<file path="config.mk">
export PLATFORM = sky130hd
export DESIGN_NAME = midi_byte_stream_parser
export DESIGN_NICKNAME = d
export VERILOG_FILES = /design/src/hw/rtl/mbsp_pkg.sv /design/src/hw/rtl/midi_byte_stream_parser.sv
export SDC_FILE = /design/constraint.sdc
export NUM_CORES = 1
export LEC_CHECK = 0
export BUFFER_PORTS_ARGS = -buffer_cell sky130_fd_sc_hd__buf_2
export CAP_MARGIN = 30
export CORE_MARGIN = 2
export CORE_UTILIZATION = 55
export DETAILED_ROUTE_END_ITERATION = 16
export GPL_TIMING_DRIVEN = 0
export PLACE_DENSITY = 0.78
export SYNTH_ARGS = -nofsm -noshare
export SYNTH_HDL_FRONTEND = slang
export SYNTH_SLANG_ARGS = --single-unit
</file>
<file path="constraint.sdc">
create_clock -name clk -period 4.2 [get_ports clk]
set_clock_uncertainty 0.15 [all_clocks]
set_input_delay 0.84 -clock clk [delete_from_list [all_inputs] [get_ports clk]]
set_output_delay 0.84 -clock clk [all_outputs]
set_load 0.005 [all_outputs]
</file>
<file path="src/hw/rtl/mbsp_pkg.sv">
package mbsp_pkg;

  // Width of one MIDI byte and of a data byte without its status flag.
  localparam int unsigned ByteW = 8;
  localparam int unsigned DataW = 7;
  localparam int unsigned LenW  = 2;

  // Expected data lengths.
  localparam logic [LenW-1:0] LEN_NONE = 2'd0;
  localparam logic [LenW-1:0] LEN_ONE  = 2'd1;
  localparam logic [LenW-1:0] LEN_TWO  = 2'd2;

  // Low nibble of the system common status bytes (high nibble F).
  localparam logic [3:0] SYS_EX_START  = 4'h0;
  localparam logic [3:0] SYS_TIME_CODE = 4'h1;
  localparam logic [3:0] SYS_SONG_POS  = 4'h2;
  localparam logic [3:0] SYS_SONG_SEL  = 4'h3;
  localparam logic [3:0] SYS_TUNE_REQ  = 4'h6;
  localparam logic [3:0] SYS_EX_END    = 4'h7;

  // High nibbles.
  localparam logic [3:0] HI_PROG_CHANGE = 4'hC;
  localparam logic [3:0] HI_CHAN_PRESS  = 4'hD;
  localparam logic [3:0] HI_SYSTEM      = 4'hF;

  // Top five bits shared by every real-time byte (F8 to FF).
  localparam logic [4:0] REALTIME_TOP = 5'b11111;

  localparam logic [ByteW-1:0] TUNE_REQUEST = 8'hF6;

  // One completed message; the first member sits in the highest bits, so the
  // status byte lands in the lowest bits once the struct is packed.
  typedef struct packed {
    logic [LenW-1:0]  length;
    logic [DataW-1:0] data2;
    logic [DataW-1:0] data1;
    logic [ByteW-1:0] status;
  } msg_t;

  localparam int unsigned MsgW = $bits(msg_t);

endpackage

</file>
<file path="src/hw/rtl/midi_byte_stream_parser.sv">
// Path: a result request is offered on the out_ channel once its byte has
// moved from the input register to the result register.
// Throughput: one byte per cycle while the result side keeps out_tready high.
// Reset: rst_n is synchronous and active low; it empties both registers,
// clears running status, the data count, the expected length and the
// exclusive flag, so data bytes are ignored until a status byte arrives.
module midi_byte_stream_parser
  import mbsp_pkg::*;
(
  input  logic             clk,
  input  logic             rst_n,
  input  logic             in_tvalid,
  output logic             in_tready,
  input  logic [ByteW-1:0] in_tdata,   // [7:0] rx_byte
  output logic             out_tvalid,
  input  logic             out_tready,
  output logic [MsgW-1:0]  out_tdata   // [7:0] msg_status, [14:8] msg_data1,
                                       // [21:15] msg_data2, [23:22] msg_length
);

  // Input register: holds one received byte until the parser can act on it.
  logic             in_valid_r;
  logic [ByteW-1:0] in_byte_r;

  // Result register: one completed message waiting to be taken.
  logic             out_valid_r;
  msg_t             out_msg_r;

  // Parser state.
  logic [ByteW-1:0] run_status_r, run_status_nxt;
  logic [LenW-1:0]  data_cnt_r, data_cnt_nxt;
  logic [LenW-1:0]  exp_len_r, exp_len_nxt;
  logic             in_sysex_r, in_sysex_nxt;
  logic [DataW-1:0] first_data_r, first_data_nxt;

  logic             emit;
  msg_t             msg_nxt;
  logic             advance;
  logic [LenW-1:0]  cnt_inc;

  // The held byte is processed when the result register is free or is being
  // emptied in this cycle. A new request is taken whenever the input register
  // is empty or its byte moves on.
  assign advance   = in_valid_r && (!out_valid_r || out_tready);
  assign in_tready = !in_valid_r || advance;

  assign cnt_inc = data_cnt_r + LEN_ONE;

  // Parser decision for the byte in the input register.
  always_comb begin
    run_status_nxt = run_status_r;
    data_cnt_nxt   = data_cnt_r;
    exp_len_nxt    = exp_len_r;
    in_sysex_nxt   = in_sysex_r;
    first_data_nxt = first_data_r;
    emit           = 1'b0;
    msg_nxt        = '{length: LEN_NONE, data2: '0, data1: '0, status: in_byte_r};

    if (in_byte_r[ByteW-1]) begin
      if (in_byte_r[7:3] == REALTIME_TOP) begin
        // Real-time bytes go straight out and leave running status alone.
        emit = 1'b1;
      end else if (in_byte_r[7:4] == HI_SYSTEM) begin
        unique case (in_byte_r[3:0])
          SYS_EX_START: begin
            in_sysex_nxt = 1'b1;
          end
          SYS_TIME_CODE, SYS_SONG_SEL: begin
            in_sysex_nxt   = 1'b0;
            run_status_nxt = in_byte_r;
            data_cnt_nxt   = '0;
            exp_len_nxt    = LEN_ONE;
          end
          SYS_SONG_POS: begin
            in_sysex_nxt   = 1'b0;
            run_status_nxt = in_byte_r;
            data_cnt_nxt   = '0;
            exp_len_nxt    = LEN_TWO;
          end
          SYS_TUNE_REQ: begin
            in_sysex_nxt = 1'b0;
            emit         = 1'b1;
          end
          SYS_EX_END: begin
            in_sysex_nxt = 1'b0;
          end
          default: begin
            // Undefined system common bytes change nothing.
          end
        endcase
      end else begin
        // Channel status byte.
        in_sysex_nxt   = 1'b0;
        run_status_nxt = in_byte_r;
        data_cnt_nxt   = '0;
        exp_len_nxt    = (in_byte_r[7:4] == HI_PROG_CHANGE ||
                          in_byte_r[7:4] == HI_CHAN_PRESS) ? LEN_ONE : LEN_TWO;
      end
    end else if (!in_sysex_r && exp_len_r != LEN_NONE) begin
      // Data byte under running status.
      if (cnt_inc >= exp_len_r) begin
        data_cnt_nxt = '0;
        emit         = 1'b1;
        msg_nxt.status = run_status_r;
        if (exp_len_r == LEN_ONE) begin
          msg_nxt.length = LEN_ONE;
          msg_nxt.data1  = in_byte_r[DataW-1:0];
        end else begin
          msg_nxt.length = LEN_TWO;
          msg_nxt.data1  = first_data_r;
          msg_nxt.data2  = in_byte_r[DataW-1:0];
        end
      end else begin
        data_cnt_nxt   = cnt_inc;
        first_data_nxt = in_byte_r[DataW-1:0];
      end
    end
  end

  always_ff @(posedge clk) begin
    if (!rst_n) begin
      in_valid_r   <= 1'b0;
      out_valid_r  <= 1'b0;
      run_status_r <= '0;
      data_cnt_r   <= '0;
      exp_len_r    <= LEN_NONE;
      in_sysex_r   <= 1'b0;
      first_data_r <= '0;
    end else begin
      if (in_tready) begin
        in_valid_r <= in_tvalid;
      end
      if (advance) begin
        run_status_r <= run_status_nxt;
        data_cnt_r   <= data_cnt_nxt;
        exp_len_r    <= exp_len_nxt;
        in_sysex_r   <= in_sysex_nxt;
        first_data_r <= first_data_nxt;
        out_valid_r  <= emit;
      end else if (out_tready) begin
        out_valid_r <= 1'b0;
      end
    end
  end

  // Payload registers carry no reset.
  always_ff @(posedge clk) begin
    if (in_tready && in_tvalid) begin
      in_byte_r <= in_tdata;
    end
    if (advance && emit) begin
      out_msg_r <= msg_nxt;
    end
  end

  assign out_tvalid = out_valid_r;
  assign out_tdata  = out_msg_r;

endmodule

</file>
==> impl_metrics.csv, run 1 <==
group,metric,value,unit
outcome,outcome,"finished, final reports clean",
setup_path,cp_slowest_cell,"nor2_2",
clocking,h-tree-depth,2,
sta,min_period,2.669,ns
final_layout,drive_gt1_share,23.62,%
sta,max_freq,374.6,MHz
sta,maxSlewHeadroom,35.61,%
floorplanning,ios,38,
sta,min_period_over_period,63.56,%
global_routing,grt_pass1_wl,7.017,mm
yosys,synthCells,208,
power_and_ir_drop,peakVddDrop,0.0002882,V
routing,viasPerCell,5.628,
placed_design,place.gp.congestion,0.8168,
routing,ant_nets,0,
global_routing,grt.met2_usage,33.05,%
setup_path,crit_path_end_kind,"register",
final_layout,post-route-util,66.71,%
clocking,cts_sinks,54,
global_routing,top_usage_layer,"met2",
clocking,cts_tree,"done",
power_and_ir_drop,cellPowerDensity,358.4,nW/µm²
routing,wl,4.314,mm
global_routing,met3_usage,4.708,%
final_layout,nets,267,
global_routing,grtUsageMet1,27.63,%
yosys,synth_area_per_cell,11.08,µm²
power_and_ir_drop,p_leak,0.001003,µW
setup_path,cpLargestDelayFamily,"simple AND/OR/NAND/NOR gates",
routing,route.detailed.drc,0,
setup_path,critPathLaunchType,"register",
clocking,cts.repair.resized,0,
setup_path,slowest_delay,0.46,ns
placed_design,buffer_ports.inserted,37,
sta,setup_tns,0,ns
floorplanning,die_area,4725,µm²
sta,rsz0062_at_grt,"no",
clocking,cts_hold_buf,0,
sta,hold_viol_final,0,
yosys,synth_nets,222,
worst_hold_path,hold_path_class,"register to register",
placed_design,post-dp-hpwl,3.010,mm
global_routing,antenna_found_initial,0,
global_routing,grt_usage,20.54,%
clocking,cts_buffers,5,
clocking,cts_root_buf,"clkbuf_8",
clocking,worst_skew_pair.late_latency,0.30,ns
routing,first_pass_iters,4,
routing,via_count,1711,
floorplanning,initial_core_util,57.20,%
floorplanning,core_region_area,4029,µm²
floorplanning,rows,23,
setup_path,path_buf_inv,2,
final_layout,diodes,0,
setup_path,cp.arrival,2.54,ns
setup_path,critPathLaunch,"in_byte_r[7]",
final_layout,area_growth,16.61,%
setup_path,cp_max_fo,17,
global_routing,grt_pass1_vias,1505,
yosys,synthesis.area,2305,µm²
setup_path,worstPathCellList,"clkbuf_1 > and4_1 > nand4_1 > a311o_1 > nor2_2 > buf_16",
sta,setup_viol,0,
setup_path,required,4.08,ns
sta,drv_slew,0,
run,drv_cap,0,
final_layout,fillCellCount,327,
global_routing,grt_max_degree,18,
floorplanning,die_h,68.74,µm
setup_path,rrSetupSlack,1.53,ns
clocking,cts.path.max_buffers,2,
worst_hold_path,min_from,"first_data_r[4]",
clocking,post-cts-setup-buffer-count,0,
setup_path,r2r-start,"in_byte_r[7]",
routing,wl_per_cell,14.19,µm
clocking,clk_pin_slew_worst_paths,0.09,ns
yosys,synth_warnings,0,
global_routing,grt_overflow,0,
routing,drt-initial-drc-count,218,
yosys,synth_cell_types,39,
setup_path,critPathKind,"register to register",
yosys,ys_ff_latch,54,
floorplanning,die-width,68.74,µm
yosys,ys_seq_area_share,60.80,%
sta,worst_pin_slew,0.9577,ns
report_power, final:
part / switching [µW] / total (µW) / internal, µW
Clock: 162 / 313 / 151
Sequential: 8.39 / 583 / 574
Combinational: 40.2 / 67.7 / 27.5
cells in the mapped netlist (all sizes together):
library cell  number  area share (%)
nand2             37             6.0
edfxtp            32              42
dfxtp             22              19
a21oi             18             3.9
nor2              11             1.8
clkbuf             9             1.5
o21ai              9             2.0
mux2i              8             3.5
nand3              8             1.7
and3               7             1.9
mux2               7             3.4
buf                4            0.81
nor2b              4             1.1
nand4              3            0.81
a211oi             2            0.65
and4               2            0.76
ha                 2             1.1
inv                2            0.33
nand2b             2            0.54
or2                2            0.65
a2111oi            1             1.2
a21o               1            0.33
a311o              1            0.43
a311oi             1            0.38
a41o               1            0.43
and2               1            0.27
and2b              1            0.33
nand4b             1            0.38
nor3               1            0.22
o211a              1            0.43
o21a               1            0.33
o21bai             1            0.33
o22ai              1            0.27
o2bb2ai            1            0.38
o31a               1            0.38
o31ai              1            0.33
xor2               1            0.38
metrics by stage:
step | total power (µW) | cells | cell area (µm²) | worst slack, ns | hold WS, ns
global placement | 658.6 | 295 | 2552 | 0.6553 | 0.2939
finish | 963.3 | 304 | 2688 | 1.531 | 0.3178
detailed placement | 662.5 | 296 | 2582 | 1.552 | 0.3027
floorplan | 635.7 | 208 | 2305 | 1.288 | 0.2850
CTS | 969.1 | 304 | 2688 | 1.531 | 0.3157
global route | 998.5 | 304 | 2688 | 1.419 | 0.3258
layout make-up:
type / instances / area [µm²] / share of cell area, %
multi-input cells: 139 / 845.8 / 31.47
well taps: 50 / 62.56 / 2.328
clock inverters: 1 / 8.758 / 0.3259
flip-flops and latches: 54 / 1401 / 52.14
plain buffers: 13 / 52.55 / 1.955
clock buffers: 7 / 96.34 / 3.585
repair buffers: 38 / 212.7 / 7.914
inverters: 2 / 7.507 / 0.2793
layout by cell type (no fill, tap or decap), drive strengths merged, types with 2 or more instances in the layout:
| cell type | count |
|---|---|
| edfxtp | 32 |
| nor2b | 4 |
| inv | 2 |
| buf | 42 |
| clkbuf | 16 |
| mux2 | 7 |
| nor2 | 11 |
| nand4 | 3 |
| a21oi | 18 |
| and4 | 2 |
| dfxtp | 22 |
| or2 | 2 |
| ha | 2 |
| a211oi | 2 |
| and3 | 7 |
| nand3 | 8 |
| mux2i | 8 |
| nand2b | 2 |
| nand2 | 37 |
| o21ai | 9 |
sequential cells by signal, indices dropped and copies added, names as in the netlist:
signal / count
data_cnt_r: 2
exp_len_r: 2
first_data_r: 7
in_byte_r: 8
in_sysex_r: 1
in_valid_r: 1
out_tdata: 24
out_tvalid: 1
run_status_r: 8
logic make-up after synthesis:
family | after synthesis | share of synthesized area (%)
buf+inv | 15 | 2.606
xor+xnor | 1 | 0.3801
compound gates | 41 | 11.73
fa+ha+maj | 2 | 1.086
flops | 54 | 60.80
mux | 15 | 6.895
simple gates | 80 | 16.50
layer usage:
metal | routed length [µm] | vias to the layer above
li1 | - | 839
met5 | 0 | -
met3 | 290 | 3
met4 | 25 | 0
met1 | 1904 | 806
met2 | 2093 | 63
final timing paths:
path	cells after the start	endpoint
worst min-delay path	2	first_data_r[4]
worst min register to register	2	first_data_r[4]
worst max register to register	6	out_tdata[4]
worst max-delay path	6	out_tdata[4]
worst reg2reg max path, cell delays in order, from the launching register on:
cell,delay (ns)
edfxtp_1,0.36
clkbuf_1,0.32
and4_1,0.33
nand4_1,0.13
a311o_1,0.41
nor2_2,0.46
buf_16,0.22
(Power assumes the default switching activity.)
==> run 2: changes to the inputs <==
Settings changed: CORE_UTILIZATION 55 to 50, PLACE_DENSITY 0.78 to 0.75.
Clock period 4.2 ns to 2.2 ns, I/O delays scaled along.
==> impl_metrics.csv, run 2 (same netlist as run 1, synthesis figures left out) <==
group,metric,value,unit
outcome,outcome,"finished, final reports clean",
global_routing,grt_max_degree,17,
setup_path,required,2.11,ns
floorplanning,rows,24,
final_layout,area_growth,21.44,%
sta,setup_tns,0,ns
global_routing,grt_usage,18.35,%
power_and_ir_drop,cellPowerDensity,638.3,nW/µm²
global_routing,grt_pass1_wl,7.176,mm
sta,min_period,2.166,ns
placed_design,buffer_ports.inserted,37,
power_and_ir_drop,p_leak,0.001046,µW
global_routing,antenna_found_initial,0,
final_layout,final_cell_mix,"buf_2, nand2_1, edfxtp_1",
sta,maxSlewHeadroom,60.14,%
sta,min_period_over_period,98.44,%
setup_path,worstPathCellList,"ha_1 > nand2b_2 > a21oi_4 > or2_2 > buf_6 > mux2_2",
floorplanning,ios,38,
setup_path,crit_path_end_kind,"register",
routing,via_count,1727,
setup_path,slowest_delay,0.36,ns
clocking,cts_root_buf,"clkbuf_8",
sta,setup_viol,0,
final_layout,multi_input_area,907.1,µm²
sta,worst_pin_slew,0.5943,ns
setup_path,critPathKind,"register to register",
final_layout,diodes,0,
setup_path,cp_max_fo,10,
clocking,worst_skew_pair.late_latency,0.30,ns
sta,max_freq,461.8,MHz
final_layout,largest_reg_flops,24,
floorplanning,die_h,71.89,µm
clocking,cts_buffers,5,
worst_hold_path,hold_path_class,"input port to register",
final_layout,final_area,2799,µm²
setup_path,critPathLaunchType,"register",
clocking,h-tree-depth,2,
final_layout,final_common_cell,"buf_2",
clocking,cts.path.max_buffers,2,
sta,worst_slack,0.03440,ns
sta,drv_slew,0,
clocking,cts_tree,"done",
sta,hold_viol_final,0,
floorplanning,die-width,71.89,µm
final_layout,drive_gt1_share,30.80,%
final_layout,fillCellCount,347,
placed_design,place.gp.congestion,0.8386,
setup_path,cp.arrival,2.07,ns
placed_design,dp_slack,-0.2804,ns
run,drv_cap,0,
clocking,cts_sinks,54,
routing,wl,4.612,mm
routing,wl_per_cell,14.64,µm
final_layout,seq_area,1404,µm²
clocking,cts_hold_buf,0,
routing,first_pass_iters,4,
floorplanning,initial_core_util,52.57,%
power_and_ir_drop,peakVddDrop,0.0004025,V
placed_design,post-dp-hpwl,2.844,mm
global_routing,grt_pass1_vias,1470,
placed_design,postPlaceCellArea,2567,µm²
global_routing,grt_overflow,0,
clocking,clk_pin_slew_worst_paths,0.09,ns
final_layout,nets,276,
floorplanning,die_area,5168,µm²
routing,route.detailed.drc,0,
floorplanning,core_region_area,4384,µm²
setup_path,cp_slowest_cell,"dfxtp_2",
routing,viasPerCell,5.483,
power_and_ir_drop,finalPower,1787,µW
routing,ant_nets,0,
routing,drt-initial-drc-count,107,
[run 2: cell count changes in the layout (fill, tap and decap cells not counted), moves of 2 or more]
cell      change
nor2_4        +2
dfxtp_1       -2
buf_4         +9
dfxtp_2       +2
clkbuf_1      -3
clkbuf_8      -2
[run 2: area by class of cell]
cell class / instances / area share [%]
sequential: 54 / 50.16
multi-input combinational: 140 / 32.41
timing repair buffer: 46 / 9.477
clock buffer: 5 / 2.459
buffer: 13 / 2.325
tap: 52 / 2.325
clock inverter: 3 / 0.5811
inverter: 2 / 0.2682
[run 2: worst paths after layout]
check	slack (ns)	cells after the start	start	end
worst min register to register	0.32	2	first_data_r[1]	first_data_r[1]
worst max-delay path	0.03	6	data_cnt_r[0]	out_tdata[5]
worst min-delay path	0.16	1	in_tdata[3]	in_byte_r[3]
worst max register to register	0.03	6	data_cnt_r[0]	out_tdata[5]
[run 2: worst max-delay path, delay by kind of cell, from the launching register on]
family | cells | cell delay (ns)
buf+inv | 1 | 0.14
mux | 1 | 0.35
fa+ha+maj | 1 | 0.29
flops | 1 | 0.36
simple gates | 2 | 0.42
compound gates | 1 | 0.21
[run 2: layer usage]
layer / track usage (%) / part of all wire, %
met5: 0 / 0
met1: 25.09 / 42
met4: 6.080 / 2.1
met3: 5.000 / 7.4
met2: 28.60 / 49
[run 2: stage by stage]
step                cells  util [%]  hold slack (ns)
finish                315     63.84           0.1595
global route          315     63.84           0.1440
CTS                   311     62.13           0.1529
detailed placement    297     58.56           0.3056
global placement      297     58.56           0.2937
floorplan             208         -           0.2850
[run 2: repair_timing]
action,CTS,global route
endpoints found under the setup margin,28,42
gates cloned,1,0
setup buffers,5,4
resized for setup,5,14
pin swaps,3,3
[run 2: power by group]
group / switching [µW] / internal (µW) / total [µW]
clock network: 303 / 218 / 522
logic: 91.1 / 64.8 / 156
registers: 12.9 / 1100 / 1110
total: 407 / 1380 / 1790
==> run 3: changes to the inputs <==
Settings changed: ABC_AREA from default to 1.
==> impl_metrics.csv, run 3 <==
group,metric,value,unit
yosys,ys_top_cells_by_area,"edfxtp_1, dfxtp_1, nand2_1",
power_and_ir_drop,peakVddDrop,0.0003694,V
sta,maxSlewHeadroom,72.60,%
yosys,synth_area_leader_cell,"edfxtp_1",
routing,via_count,1660,
outcome,outcome,"finished, final reports clean",
global_routing,grt_max_degree,17,
yosys,synth_common_cells,"nand2_1, edfxtp_1, nor2_1",
setup_path,path_buf_inv,3,
setup_path,endpoint,"out_tdata[18]",
global_routing,grt_pass1_vias,1458,
floorplanning,die-width,72.06,µm
yosys,ys_ff_latch,54,
routing,drt-initial-drc-count,143,
final_layout,area_growth,17.67,%
yosys,netlist.area_leader.share,41.49,%
final_layout,final_common_cell,"nand2_1",
floorplanning,initial_core_util,52.47,%
yosys,synth_flop_cell,"edfxtp_1",
final_layout,fillCellCount,375,
floorplanning,die_h,72.06,µm
routing,wl,4.142,mm
sta,rsz0062_at_grt,"no",
yosys,yosysMostFrequentCell,"nand2_1",
yosys,synth_nets,258,
global_routing,grt_overflow,0,
setup_path,cp_max_fo,12,
sta,drv_slew,0,
run,drv_cap,0,
yosys,synth_cell_types,27,
final_layout,final_cell_mix,"nand2_1, buf_2, edfxtp_1",
worst_hold_path,min_from,"in_tdata[6]",
routing,topRoutingLayerUsed,"met4",
yosys,synthCells,244,
routing,ant_nets,0,
clocking,worst_skew_pair.late_latency,0.30,ns
floorplanning,ios,38,
routing,wl_met1,1.939,mm
sta,min_period_over_period,95.03,%
clocking,cts_root_buf,"clkbuf_8",
power_and_ir_drop,finalPower,1858,µW
sta,setup_viol,0,
routing,route.detailed.drc,0,
final_layout,nets,305,
routing,route.met3.wl,222,µm
sta,hold_viol_final,0,
final_layout,largest_reg_flops,24,
setup_path,cp_num_cells,10,
setup_path,crit_path_end_kind,"register",
setup_path,r2r_cells,10,
placed_design,post-dp-hpwl,2.928,mm
setup_path,slowest_delay,0.35,ns
setup_path,cpMostUsedCell,"nand2_1",
yosys,ys_seq_area_share,60.51,%
yosys,async_flop_share,0,%
yosys,synth_area_per_cell,9.492,µm²
final_layout,final_area,2725,µm²
setup_path,rrSetupSlack,0.11,ns
setup_path,critPathLaunch,"data_cnt_r[0]",
yosys,synth_warnings,0,
yosys,synthesis.area,2316,µm²
final_layout,diodes,0,
global_routing,antenna_found_initial,0,
setup_path,cp.arrival,1.97,ns
floorplanning,core_region_area,4414,µm²
clocking,cts_sinks,54,
power_and_ir_drop,swShare,24.30,%
setup_path,critPathKind,"register to register",
final_layout,drive_gt1_share,25.34,%
setup_path,required,2.08,ns
routing,wl_met2,1.913,mm
power_and_ir_drop,combPwrFrac,10.2,%
worst_hold_path,hold_path_class,"input port to register",
global_routing,grt_pass1_wl,6.720,mm
clocking,cts_buffers,5,
routing,first_pass_iters,4,
setup_path,worstPathCellList,"xnor2_2 > inv_1 > ha_1 > nand2_1 > nand3_4 > nand2_1 > nand2_1 > nand3_4 > clkinvlp_4 > buf_12",
clocking,clk_pin_slew_worst_paths,0.09,ns
sta,min_period,2.091,ns
power_and_ir_drop,cellPowerDensity,681.9,nW/µm²
setup_path,r2r-start,"data_cnt_r[0]",
clocking,cts_hold_buf,0,
sta,max_freq,478.3,MHz
clocking,h-tree-depth,2,
setup_path,cpLargestDelayFamily,"simple AND/OR/NAND/NOR gates",
setup_path,critPathLaunchType,"register",
setup_path,cp_slowest_cell,"dfxtp_2",
routing,viasPerCell,4.826,
placed_design,postPlaceCellArea,2570,µm²
power_and_ir_drop,power.internal,1407,µW
sta,worst_pin_slew,0.4110,ns
clocking,cts.path.max_buffers,2,
power_and_ir_drop,pwr-share-clk,28.8,%
routing,wl_per_cell,12.04,µm
global_routing,grt_usage,16.92,%
placed_design,buffer_ports.inserted,36,
yosys,synth_edf_count,32,
setup_path,r2r-end,"out_tdata[18]",
floorplanning,rows,24,
placed_design,place.gp.congestion,0.8636,
power_and_ir_drop,pwr-share-seq,61.0,%
power_and_ir_drop,p_leak,0.001093,µW
floorplanning,die_area,5193,µm²
clocking,cts_tree,"done",
power_and_ir_drop,p_sw,451.5,µW
## run 3: cell types whose count changed in the layout (fill, tap and decap cells not counted), sizes merged, moves of 3 or more
cell,delta
mux2,-7
nor2b,-4
and3,-7
mux2i,-8
nand2,+21
buf,-9
inv,+30
nor2,+23
o21ai,+14
nand3,+3
clkbuf,-3
## run 3: per-layer routing
layer / global-route usage (%) / up-vias
li1: - / 885
met1: 22.22 / 717
met2: 26.81 / 49
met3: 4.722 / 9
met4: 6.289 / 0
met5: 0 / -
## run 3: worst min-delay path by stage
stage	end	cells past startpoint
final	in_byte_r[6]	1
after global routing	in_byte_r[5]	1
after CTS	in_byte_r[6]	1
after detailed placement	run_status_r[6]	2
after global placement	run_status_r[6]	2
after floorplan	run_status_r[0]	2
## run 3: cell families after synthesis
group | synth area share (%)
simple gates | 21.45
xor+xnor | 0.3782
fa+ha+maj | 1.080
compound gates | 9.400
flops | 60.51
buf+inv | 7.185
## run 3: layout make-up
class	instances	area [µm²]	share of cell area [%]
Timing Repair Buffer	39	215.2	7.897
Multi-Input combinational cell	151	780.7	28.65
Inverter	33	127.6	4.683
Tap cell	52	65.06	2.388
Clock inverter	1	7.507	0.2755
Clock buffer	7	76.32	2.801
Timing Repair inverter	1	7.507	0.2755
Sequential cell	54	1403	51.47
Buffer	6	42.54	1.561
## run 3: what timing repair did
action / 4_1_cts / 5_1_grt
setup buffers: 4 / 0
pin swaps: 0 / 1
cloned: 1 / 0
endpoints found under the setup margin: 24 / 34
resized for setup: 2 / 4
## run 3: power groups by stage
stage	Clock, µW	Sequential, µW	Combinational, µW
after global routing	585	1140	213
after global placement	0	1160	172
after detailed placement	0	1160	176
final	534	1130	190
after floorplan	0	1150	125
after CTS	539	1130	184
## run 3: through the flow
stage / setup TNS [ns] / std cells / hold WS (ns) / setup WS [ns] / util [%]
4_1_cts: 0 / 344 / 0.1556 / 0.03440 / 61.20
5_1_grt: 0 / 344 / 0.1416 / 0.02670 / 61.73
3_3_place_gp: -6.111 / 332 / 0.2893 / -0.2557 / 58.22
6_report: 0 / 344 / 0.1591 / 0.1093 / 61.73
2_1_floorplan: 0 / 244 / 0.2800 / 0.02122 / -
3_5_place_dp: -7.492 / 332 / 0.2953 / -0.3133 / 58.22
